==> src/rtl/fssmm_pkg.sv <==
// Package: constants and float32 helper functions for the stream sum/min/max block.
package fssmm_pkg;

  localparam int unsigned MAX_ELEMENTS = 65536;
  localparam int unsigned POS_W = 16;
  localparam int unsigned CNT_W = 17;
  localparam logic [31:0] QNAN_BITS = 32'h7FC00000;
  localparam logic [POS_W-1:0] POS_CAP =
    (MAX_ELEMENTS - 1 > 65535) ? POS_W'(65535) : POS_W'(MAX_ELEMENTS - 1);
  localparam logic [CNT_W-1:0] CNT_CAP =
    (MAX_ELEMENTS > 131071) ? CNT_W'(131071) : CNT_W'(MAX_ELEMENTS);

  localparam logic [0:0] REG_TARGET = 1'b0;

  typedef struct packed {
    logic             is_float;
    logic [31:0]      value_bits;
    logic             is_last;
    logic [POS_W-1:0] index;
  } item_t;

  function automatic logic f_is_nan(input logic [31:0] x);
    f_is_nan = (x[30:23] == 8'hFF) && (x[22:0] != 23'd0);
  endfunction

  function automatic logic f_eq(input logic [31:0] a, input logic [31:0] b);
    if (f_is_nan(a) || f_is_nan(b)) f_eq = 1'b0;
    else if (a[30:0] == 31'd0 && b[30:0] == 31'd0) f_eq = 1'b1;
    else f_eq = (a == b);
  endfunction

  function automatic logic f_lt(input logic [31:0] a, input logic [31:0] b);
    if (f_is_nan(a) || f_is_nan(b)) f_lt = 1'b0;
    else if (a[30:0] == 31'd0 && b[30:0] == 31'd0) f_lt = 1'b0;
    else if (a[31] != b[31]) f_lt = a[31];
    else if (a[31]) f_lt = a[30:0] > b[30:0];
    else f_lt = a[30:0] < b[30:0];
  endfunction

endpackage

==> src/rtl/fssmm_fadd.sv <==
// Combinational float32 adder, round to nearest even, full subnormals.
module fssmm_fadd (
  input  logic [31:0] a,
  input  logic [31:0] b,
  output logic [31:0] sum
);

  logic [31:0] big, sml;
  logic [7:0]  ea, eb, e_res;
  logic [8:0]  ex;
  logic [7:0]  d;
  logic [32:0] sa, sb, sh, s;
  logic [31:0] sn;
  logic [5:0]  lz, shamt;
  logic        sub, stk;
  logic [24:0] keep;
  logic [7:0]  rem;

  always_comb begin
    sum = 32'd0;
    stk = 1'b0;
    big = (a[30:0] < b[30:0]) ? b : a;
    sml = (a[30:0] < b[30:0]) ? a : b;
    sub = a[31] ^ b[31];
    ea = (big[30:23] == 8'd0) ? 8'd1 : big[30:23];
    eb = (sml[30:23] == 8'd0) ? 8'd1 : sml[30:23];
    sa = {1'b0, (big[30:23] != 8'd0), big[22:0], 8'd0};
    sb = {1'b0, (sml[30:23] != 8'd0), sml[22:0], 8'd0};
    d = ea - eb;
    if (d >= 8'd40) begin
      sh = {32'd0, (sb != 33'd0)};
    end else begin
      stk = ((sb & ((33'd1 << d[5:0]) - 33'd1)) != 33'd0);
      sh = (sb >> d[5:0]) | {32'd0, stk};
    end
    s = sub ? (sa - sh) : (sa + sh);
    ex = {1'b0, ea};
    if (s[32]) begin
      sn = s[32:1] | {31'd0, s[0]};
      ex = ex + 9'd1;
    end else begin
      sn = s[31:0];
    end
    lz = 6'd32;
    for (int i = 0; i < 32; i++) begin
      if (sn[i]) lz = 6'(31 - i);
    end
    shamt = (9'(lz) < ex - 9'd1) ? lz : 6'(ex - 9'd1);
    sn = sn << shamt;
    ex = ex - 9'(shamt);
    keep = {1'b0, sn[31:8]};
    rem = sn[7:0];
    if (rem > 8'h80 || (rem == 8'h80 && keep[0])) keep = keep + 25'd1;
    if (keep[24]) begin
      keep = keep >> 1;
      ex = ex + 9'd1;
    end
    e_res = keep[23] ? ex[7:0] : 8'd0;
    if (fssmm_pkg::f_is_nan(a) || fssmm_pkg::f_is_nan(b)) begin
      sum = fssmm_pkg::QNAN_BITS;
    end else if (a[30:23] == 8'hFF) begin
      sum = (b[30:23] == 8'hFF && sub) ? fssmm_pkg::QNAN_BITS : a;
    end else if (b[30:23] == 8'hFF) begin
      sum = b;
    end else if (s == 33'd0) begin
      sum = sub ? 32'd0 : {big[31], 31'd0};
    end else if (ex >= 9'd255) begin
      sum = {big[31], 31'h7F800000};
    end else begin
      sum = {big[31], e_res, keep[22:0]};
    end
  end

endmodule

==> src/rtl/fssmm_accum.sv <==
// Running sum, min, max and count registers with result register.
module fssmm_accum (
  input  logic                         clk,
  input  logic                         rst_n,
  input  logic                         in_go,
  input  fssmm_pkg::item_t             item,
  input  logic [31:0]                  target,
  input  logic                         adv,
  output logic                         out_valid,
  output logic                         out_match,
  output logic [fssmm_pkg::POS_W-1:0]  out_index,
  output logic                         out_totals_valid,
  output logic [31:0]                  out_sum_bits,
  output logic [31:0]                  out_min_bits,
  output logic [31:0]                  out_max_bits,
  output logic [fssmm_pkg::CNT_W-1:0]  out_float_count
);

  logic [31:0] sum_r, min_r, max_r, sum_nxt, min_nxt, max_nxt, add_res;
  logic [fssmm_pkg::CNT_W-1:0] cnt_r, cnt_nxt;
  logic valid_r;

  fssmm_fadd u_fadd (.a(sum_r), .b(item.value_bits), .sum(add_res));

  always_comb begin
    sum_nxt = sum_r;
    min_nxt = min_r;
    max_nxt = max_r;
    cnt_nxt = cnt_r;
    if (item.is_float) begin
      sum_nxt = add_res;
      if (cnt_r == '0) begin
        min_nxt = item.value_bits;
        max_nxt = item.value_bits;
      end else begin
        if (fssmm_pkg::f_lt(item.value_bits, min_r)) min_nxt = item.value_bits;
        if (fssmm_pkg::f_lt(max_r, item.value_bits)) max_nxt = item.value_bits;
      end
      if (cnt_r < fssmm_pkg::CNT_CAP) cnt_nxt = cnt_r + 1'b1;
    end
  end

  always_ff @(posedge clk) begin
    if (!rst_n) begin
      sum_r <= '0;
      min_r <= '0;
      max_r <= '0;
      cnt_r <= '0;
      valid_r <= 1'b0;
    end else begin
      if (adv) valid_r <= in_go;
      if (in_go) begin
        if (item.is_last) begin
          sum_r <= '0;
          min_r <= '0;
          max_r <= '0;
          cnt_r <= '0;
        end else begin
          sum_r <= sum_nxt;
          min_r <= min_nxt;
          max_r <= max_nxt;
          cnt_r <= cnt_nxt;
        end
      end
    end
  end

  always_ff @(posedge clk) begin
    if (in_go) begin
      out_match <= item.is_float && fssmm_pkg::f_eq(item.value_bits, target);
      out_index <= item.index;
      out_totals_valid <= item.is_last;
      out_sum_bits <= item.is_last ? sum_nxt : 32'd0;
      out_min_bits <= (item.is_last && cnt_nxt != '0) ? min_nxt : 32'd0;
      out_max_bits <= (item.is_last && cnt_nxt != '0) ? max_nxt : 32'd0;
      out_float_count <= item.is_last ? cnt_nxt : '0;
    end
  end

  assign out_valid = valid_r;

endmodule

==> src/rtl/float_stream_sum_min_max.sv <==
// Top level: float32 stream sum/min/max reduction with equality search.
//  channel | dir | handshake           | payload
//  in_     | in  | in_valid/in_stall   | is_float, value_bits, is_last
//  out_    | out | out_valid/out_stall | match, index, totals_valid, sum/min/max, count
//  cfg_    | in  | APB psel/penable    | target_bits at 0x0
// One transaction per cycle while the output is not stalled; the result is registered
// in the cycle after accept, and the sum accumulator loop uses a combinational adder.
// Synchronous reset clears totals, position and target.
// A stalled output holds; input is taken while out is empty or being taken.
module float_stream_sum_min_max (
  input  logic        clk,
  input  logic        rst_n,
  input  logic        in_valid,
  output logic        in_stall,
  input  logic        in_is_float,
  input  logic [31:0] in_value_bits,
  input  logic        in_is_last,
  output logic        out_valid,
  input  logic        out_stall,
  output logic        out_match,
  output logic [15:0] out_index,
  output logic        out_totals_valid,
  output logic [31:0] out_sum_bits,
  output logic [31:0] out_min_bits,
  output logic [31:0] out_max_bits,
  output logic [16:0] out_float_count,
  input  logic        cfg_psel,
  input  logic        cfg_penable,
  input  logic        cfg_pwrite,
  input  logic [0:0]  cfg_paddr,
  input  logic [31:0] cfg_pwdata,
  output logic [31:0] cfg_prdata,
  output logic        cfg_pready
);

  logic [31:0] target_r;
  logic [fssmm_pkg::POS_W-1:0] pos_r;
  logic adv, in_go;
  fssmm_pkg::item_t item;

  assign adv = !out_valid || !out_stall;
  assign in_stall = !adv;
  assign in_go = in_valid && adv;
  assign cfg_pready = 1'b1;
  assign cfg_prdata = (cfg_paddr == fssmm_pkg::REG_TARGET) ? target_r : 32'd0;

  assign item = '{is_float: in_is_float, value_bits: in_value_bits,
                  is_last: in_is_last, index: pos_r};

  always_ff @(posedge clk) begin
    if (!rst_n) begin
      target_r <= '0;
      pos_r <= '0;
    end else begin
      if (cfg_psel && cfg_penable && cfg_pwrite && cfg_paddr == fssmm_pkg::REG_TARGET)
        target_r <= cfg_pwdata;
      if (in_go) begin
        if (in_is_last) pos_r <= '0;
        else if (pos_r < fssmm_pkg::POS_CAP) pos_r <= pos_r + 1'b1;
      end
    end
  end

  fssmm_accum u_accum (
    .clk(clk), .rst_n(rst_n), .in_go(in_go), .item(item), .target(target_r),
    .adv(adv), .out_valid(out_valid), .out_match(out_match), .out_index(out_index),
    .out_totals_valid(out_totals_valid), .out_sum_bits(out_sum_bits),
    .out_min_bits(out_min_bits), .out_max_bits(out_max_bits),
    .out_float_count(out_float_count)
  );

  a_hold: assert property (@(posedge clk) disable iff (!rst_n)
    out_valid && out_stall |=> out_valid && $stable(out_sum_bits) && $stable(out_index))
    else $error("result changed under stall");
  a_accept: assert property (@(posedge clk) disable iff (!rst_n)
    in_valid && !in_stall |=> out_valid)
    else $error("accepted transaction lost");
  a_idx: assert property (@(posedge clk) disable iff (!rst_n)
    in_valid && !in_stall && in_is_last |=> pos_r == '0)
    else $error("position not cleared after last");

endmodule

==> config.mk <==
export PLATFORM = sky130hd
export DESIGN_NAME = float_stream_sum_min_max
export DESIGN_NICKNAME = d
export VERILOG_FILES = /design/src/rtl/fssmm_pkg.sv /design/src/rtl/fssmm_fadd.sv /design/src/rtl/fssmm_accum.sv /design/src/rtl/float_stream_sum_min_max.sv
export SDC_FILE = /design/constraint.sdc
export NUM_CORES = 1
export LEC_CHECK = 0
export BUFFER_PORTS_ARGS = -buffer_cell sky130_fd_sc_hd__buf_4
export CORE_ASPECT_RATIO = 1.5
export CORE_MARGIN = 2
export CORE_UTILIZATION = 50
export CTS_BUF_LIST = sky130_fd_sc_hd__clkbuf_4 sky130_fd_sc_hd__clkbuf_8
export DETAILED_ROUTE_END_ITERATION = 8
export PLACE_DENSITY = 0.71
export SETUP_SLACK_MARGIN = 0.1
export SYNTH_ARGS = -nofsm -noshare
export SYNTH_HDL_FRONTEND = slang
export SYNTH_HIERARCHICAL = 1
export SYNTH_SLANG_ARGS = --single-unit
export TNS_END_PERCENT = 30
==> constraint.sdc <==
create_clock -name clk -period 19.3 [get_ports clk]
set_input_delay 0 -clock clk [delete_from_list [all_inputs] [get_ports clk]]
set_output_delay 0 -clock clk [all_outputs]
set_load 0.005 [all_outputs]
==> reports/metrics.csv <==
stage;metric;value;unit
global_route;first-pass GRT wire length;193000;um
pwr;Int Pwr;0.00152;W
pwr;P_sw;0.00135;W
synth;synth warn;6;
floorplan;Die Ht;303;um
setup_path;Worst Setup Start Kind;flop;
final_layout;fillers;5400;
global_route;initial antenna violation count;3;
synth;FF+latch count, synth;293;
setup_path;Worst Setup Path Type;reg -> reg;
pwr;Clock power frac;19.5;%
placement;IO buf count;238;
timing;setup TNS;0;ns
timing;PnR worst setup slack;1.14;ns
placement;Placer Congestion;1.08;
clocking;TritonCTS Buffers;42;
setup_path;Worst R2R Path Depth;72;
route;Vias/cell;6.81;
timing;setup violators final;0;
global_route;M1 GR Usage;42.0;%
clocking;CTS tree;built;
outcome;status;finished, final reports clean;
clocking;clock sink total;293;
route;DRC viols;0;
pwr;Total Power;0.00287;W
setup_path;data arrival time of the critical path;18.63;ns
pwr;leakage power;14.0;nW
timing;post-layout min period;18.16;ns
placement;DP HPWL;96900;um
placement;placed cell count;4613;
synth;Post-synth top cells;nand2_1 (343), nor2_1 (314), a21oi_1 (215), clkbuf_1 (185), inv_1 (179);
floorplan;num rows;109;
route;Detailed Routing Iterations Pass 1;9;
min_path;worst hold path type;in -> reg;
timing;Fin Clk Skew;0.0398;ns
route;DR WL/cell;27.3;um
final_layout;Area growth syn-to-layout;14.8;%
timing;f_max;0.0551;GHz
timing;final slew viol count;0;
setup_path;Worst Path Required;19.77;ns
pwr;VDD IR max;0.0627;mV
setup_path;cell mode on critical path;nor2_1;
pwr;power density cells;83.7;nW/um^2
synth;Synth top area share;13.2;%
synth;number of flops mapped to enable cells by yosys;131;
timing;RSZ-0062 raised after global routing;no;
synth;Post-Synthesis Cells;3775;
synth;top_reg_cell synth;dfxtp_1;
global_route;vias in the first global route;31400;
pwr;Logic pwr share;55.8;%
placement;setup slack at placement;0.884;ns
route;drt total wl;131000;um
pwr;switch share;46.9;%
synth;Mapped Area;29900;sq um
route;total number of vias;32700;
global_route;gr ovfl total;0;
synth;Area contributors post-synth;edfxtp_1 (13%), dfxtp_1 (11%), ha_1 (7.0%);
global_route;largest net degree at the start of global routing;82;
timing;Worst slew margin;5.22;%
final_layout;nets;4229;
final_layout;layout cells sized above 1;15.2;%
clocking;H-tree Lvls;2;
clocking;Clock Latency Late Sink;0.62;ns
global_route;Overall Global Routing Usage;41.1;%
synth;count leader, synth;nand2_1;
route;Starting DRT DRC Count;3556;
setup_path;crit-path max FO;23;
timing;worst slew pin tran;1.41;ns
clocking;clock tree buffer depth;3;
floorplan;# IOs;240;
pwr;sequential share of power;24.8;%
setup_path;max incr delay on CP;0.72;ns
clocking;Clock transition at path regs;0.07;ns
final_layout;final std cells w/o fill;4798;
flow_run;total of max-cap violations;0;
synth;post-synthesis sequential area ratio;24.0;%
synth;post-synth top area cell;edfxtp_1;
synth;syn avg cell area;7.91;sq um
global_route;M3 GR Usage;8.28;%
floorplan;die span in x;204;um
setup_path;Setup crit end kind;flop;
floorplan;initial core utilization;50.6;%
setup_path;Slowest cell on crit path;or4_1;
global_route;gr busiest metal;met2;
synth;Syn Nets;4018;
timing;Hold WS;0.0531;ns
timing;hold violation count in the final report;0;
timing;Tcrit/Tclk final;94.1;%
floorplan;Core Region;59100;sq um
floorplan;die area;61700;sq um
synth;fraction of registers with async set/reset;0;%
clocking;clk root buf;clkbuf_8;
global_route;M2 GR Usage;71.1;%
min_path;hold path cells;5;
synth;Synth cell types;138;
route;Routed Antenna Nets;0;
## per-layer routing
layer / up-vias / routed length, um
met2: 1904 / 62300
li1: 14600 / -
met3: 645 / 10700
met1: 15500 / 44100
met4: 2 / 14000
met5: - / 13
## path summary, 6_finish.rpt
| kind | startpoint | to | slack (ns) |
|---|---|---|---|
| setup / recovery | u_accum/sum_r[24] | u_accum/sum_r[8] | 1.14 |
| hold / removal | cfg_penable | target_r[2] | 0.05 |
| setup reg to reg | u_accum/sum_r[24] | u_accum/sum_r[8] | 1.14 |
| hold reg to reg | pos_r[8] | u_accum/out_index[8] | 0.51 |
## cells in the final DEF, fill, tap and decap left out, types with 52 or more instances in the layout
| cell type | count |
|---|---|
| a21boi_0 | 52 |
| mux2i_1 | 144 |
| nand2_1 | 343 |
| xnor2_1 | 82 |
| dfxtp_1 | 161 |
| nor2b_1 | 87 |
| buf_4 | 352 |
| nor2_1 | 312 |
| dlygate4sd3_1 | 97 |
| a22oi_1 | 53 |
| a21oi_1 | 211 |
| nor3_1 | 100 |
| edfxtp_1 | 131 |
| nand3_1 | 124 |
| o211ai_1 | 68 |
| nand4_1 | 120 |
| o21ai_0 | 166 |
| nor4_1 | 73 |
| inv_1 | 177 |
| ha_1 | 166 |
## cell type report
type	instances	area, sq um	share of cell area (%)
tap	777	972	2.84
timing repair buffer	451	3640	10.6
sequential	293	7180	20.9
multi-input combinational	3013	20800	60.8
inverter	185	699	2.04
antenna	1	2.50	0.00730
clock buffer	61	752	2.19
clock inverter	17	178	0.518
## logic make-up after synthesis
group           after synthesis  share of synthesized area [%]
compound gates             1103                           26.7
xor+xnor                    121                           3.60
fa+ha+maj                   169                           7.13
buf+inv                     470                           6.69
flops                       293                           24.0
mux                         189                           7.23
other cells                   1                         0.0126
simple gates               1429                           24.6
## worst max-delay path: cells and delay by family (launching register included)
| family | cells | cell delay [ns] |
|---|---|---|
| AO/OA/AOI/OAI | 27 | 7.18 |
| adder cells (fa/ha/maj) | 6 | 1.62 |
| AND/OR/NAND/NOR | 28 | 6.16 |
| multiplexers | 3 | 0.97 |
| buffers and inverters | 8 | 1.41 |
| flip-flops | 1 | 0.61 |
## power by group through the flow
stage	registers (W)	clock network (W)	logic, W
detailed placement	0.000723	0	0.00151
CTS	0.000710	0.000565	0.00152
global route	0.000713	0.000585	0.00169
floorplan	0.000719	0	0.00100
global placement	0.000723	0	0.00152
finish	0.000711	0.000558	0.00160
## per-stage QoR
step,utilization (%),cell area (sq um)
6_report,58.0,34300
5_1_grt,58.0,34300
4_1_cts,57.8,34100
3_5_place_dp,54.6,32200
3_3_place_gp,54.6,32200
2_1_floorplan,-,29900
## state kept, by name (all words and copies together) (netlist names)
register and cells:
u_accum/sum_r 32, u_accum/cnt_r 17, u_accum/out_match 1, u_accum/out_min_bits 32
u_accum/min_r 32, u_accum/out_max_bits 32, pos_r 16, u_accum/out_sum_bits 32
u_accum/out_index 16, u_accum/out_totals_valid 1, u_accum/out_float_count 17, u_accum/max_r 32
target_r 32, u_accum/out_valid 1
## timing repair
action | 4_1_cts | 5_1_grt
hold buffers | 97 | 0
endpoints found under the hold margin | 177 | 0
setup buffers | 0 | 8
setup endpoints to repair | 0 | 62
gates resized for setup | 0 | 19
No activity file was read; power rests on OpenSTA's default activity.
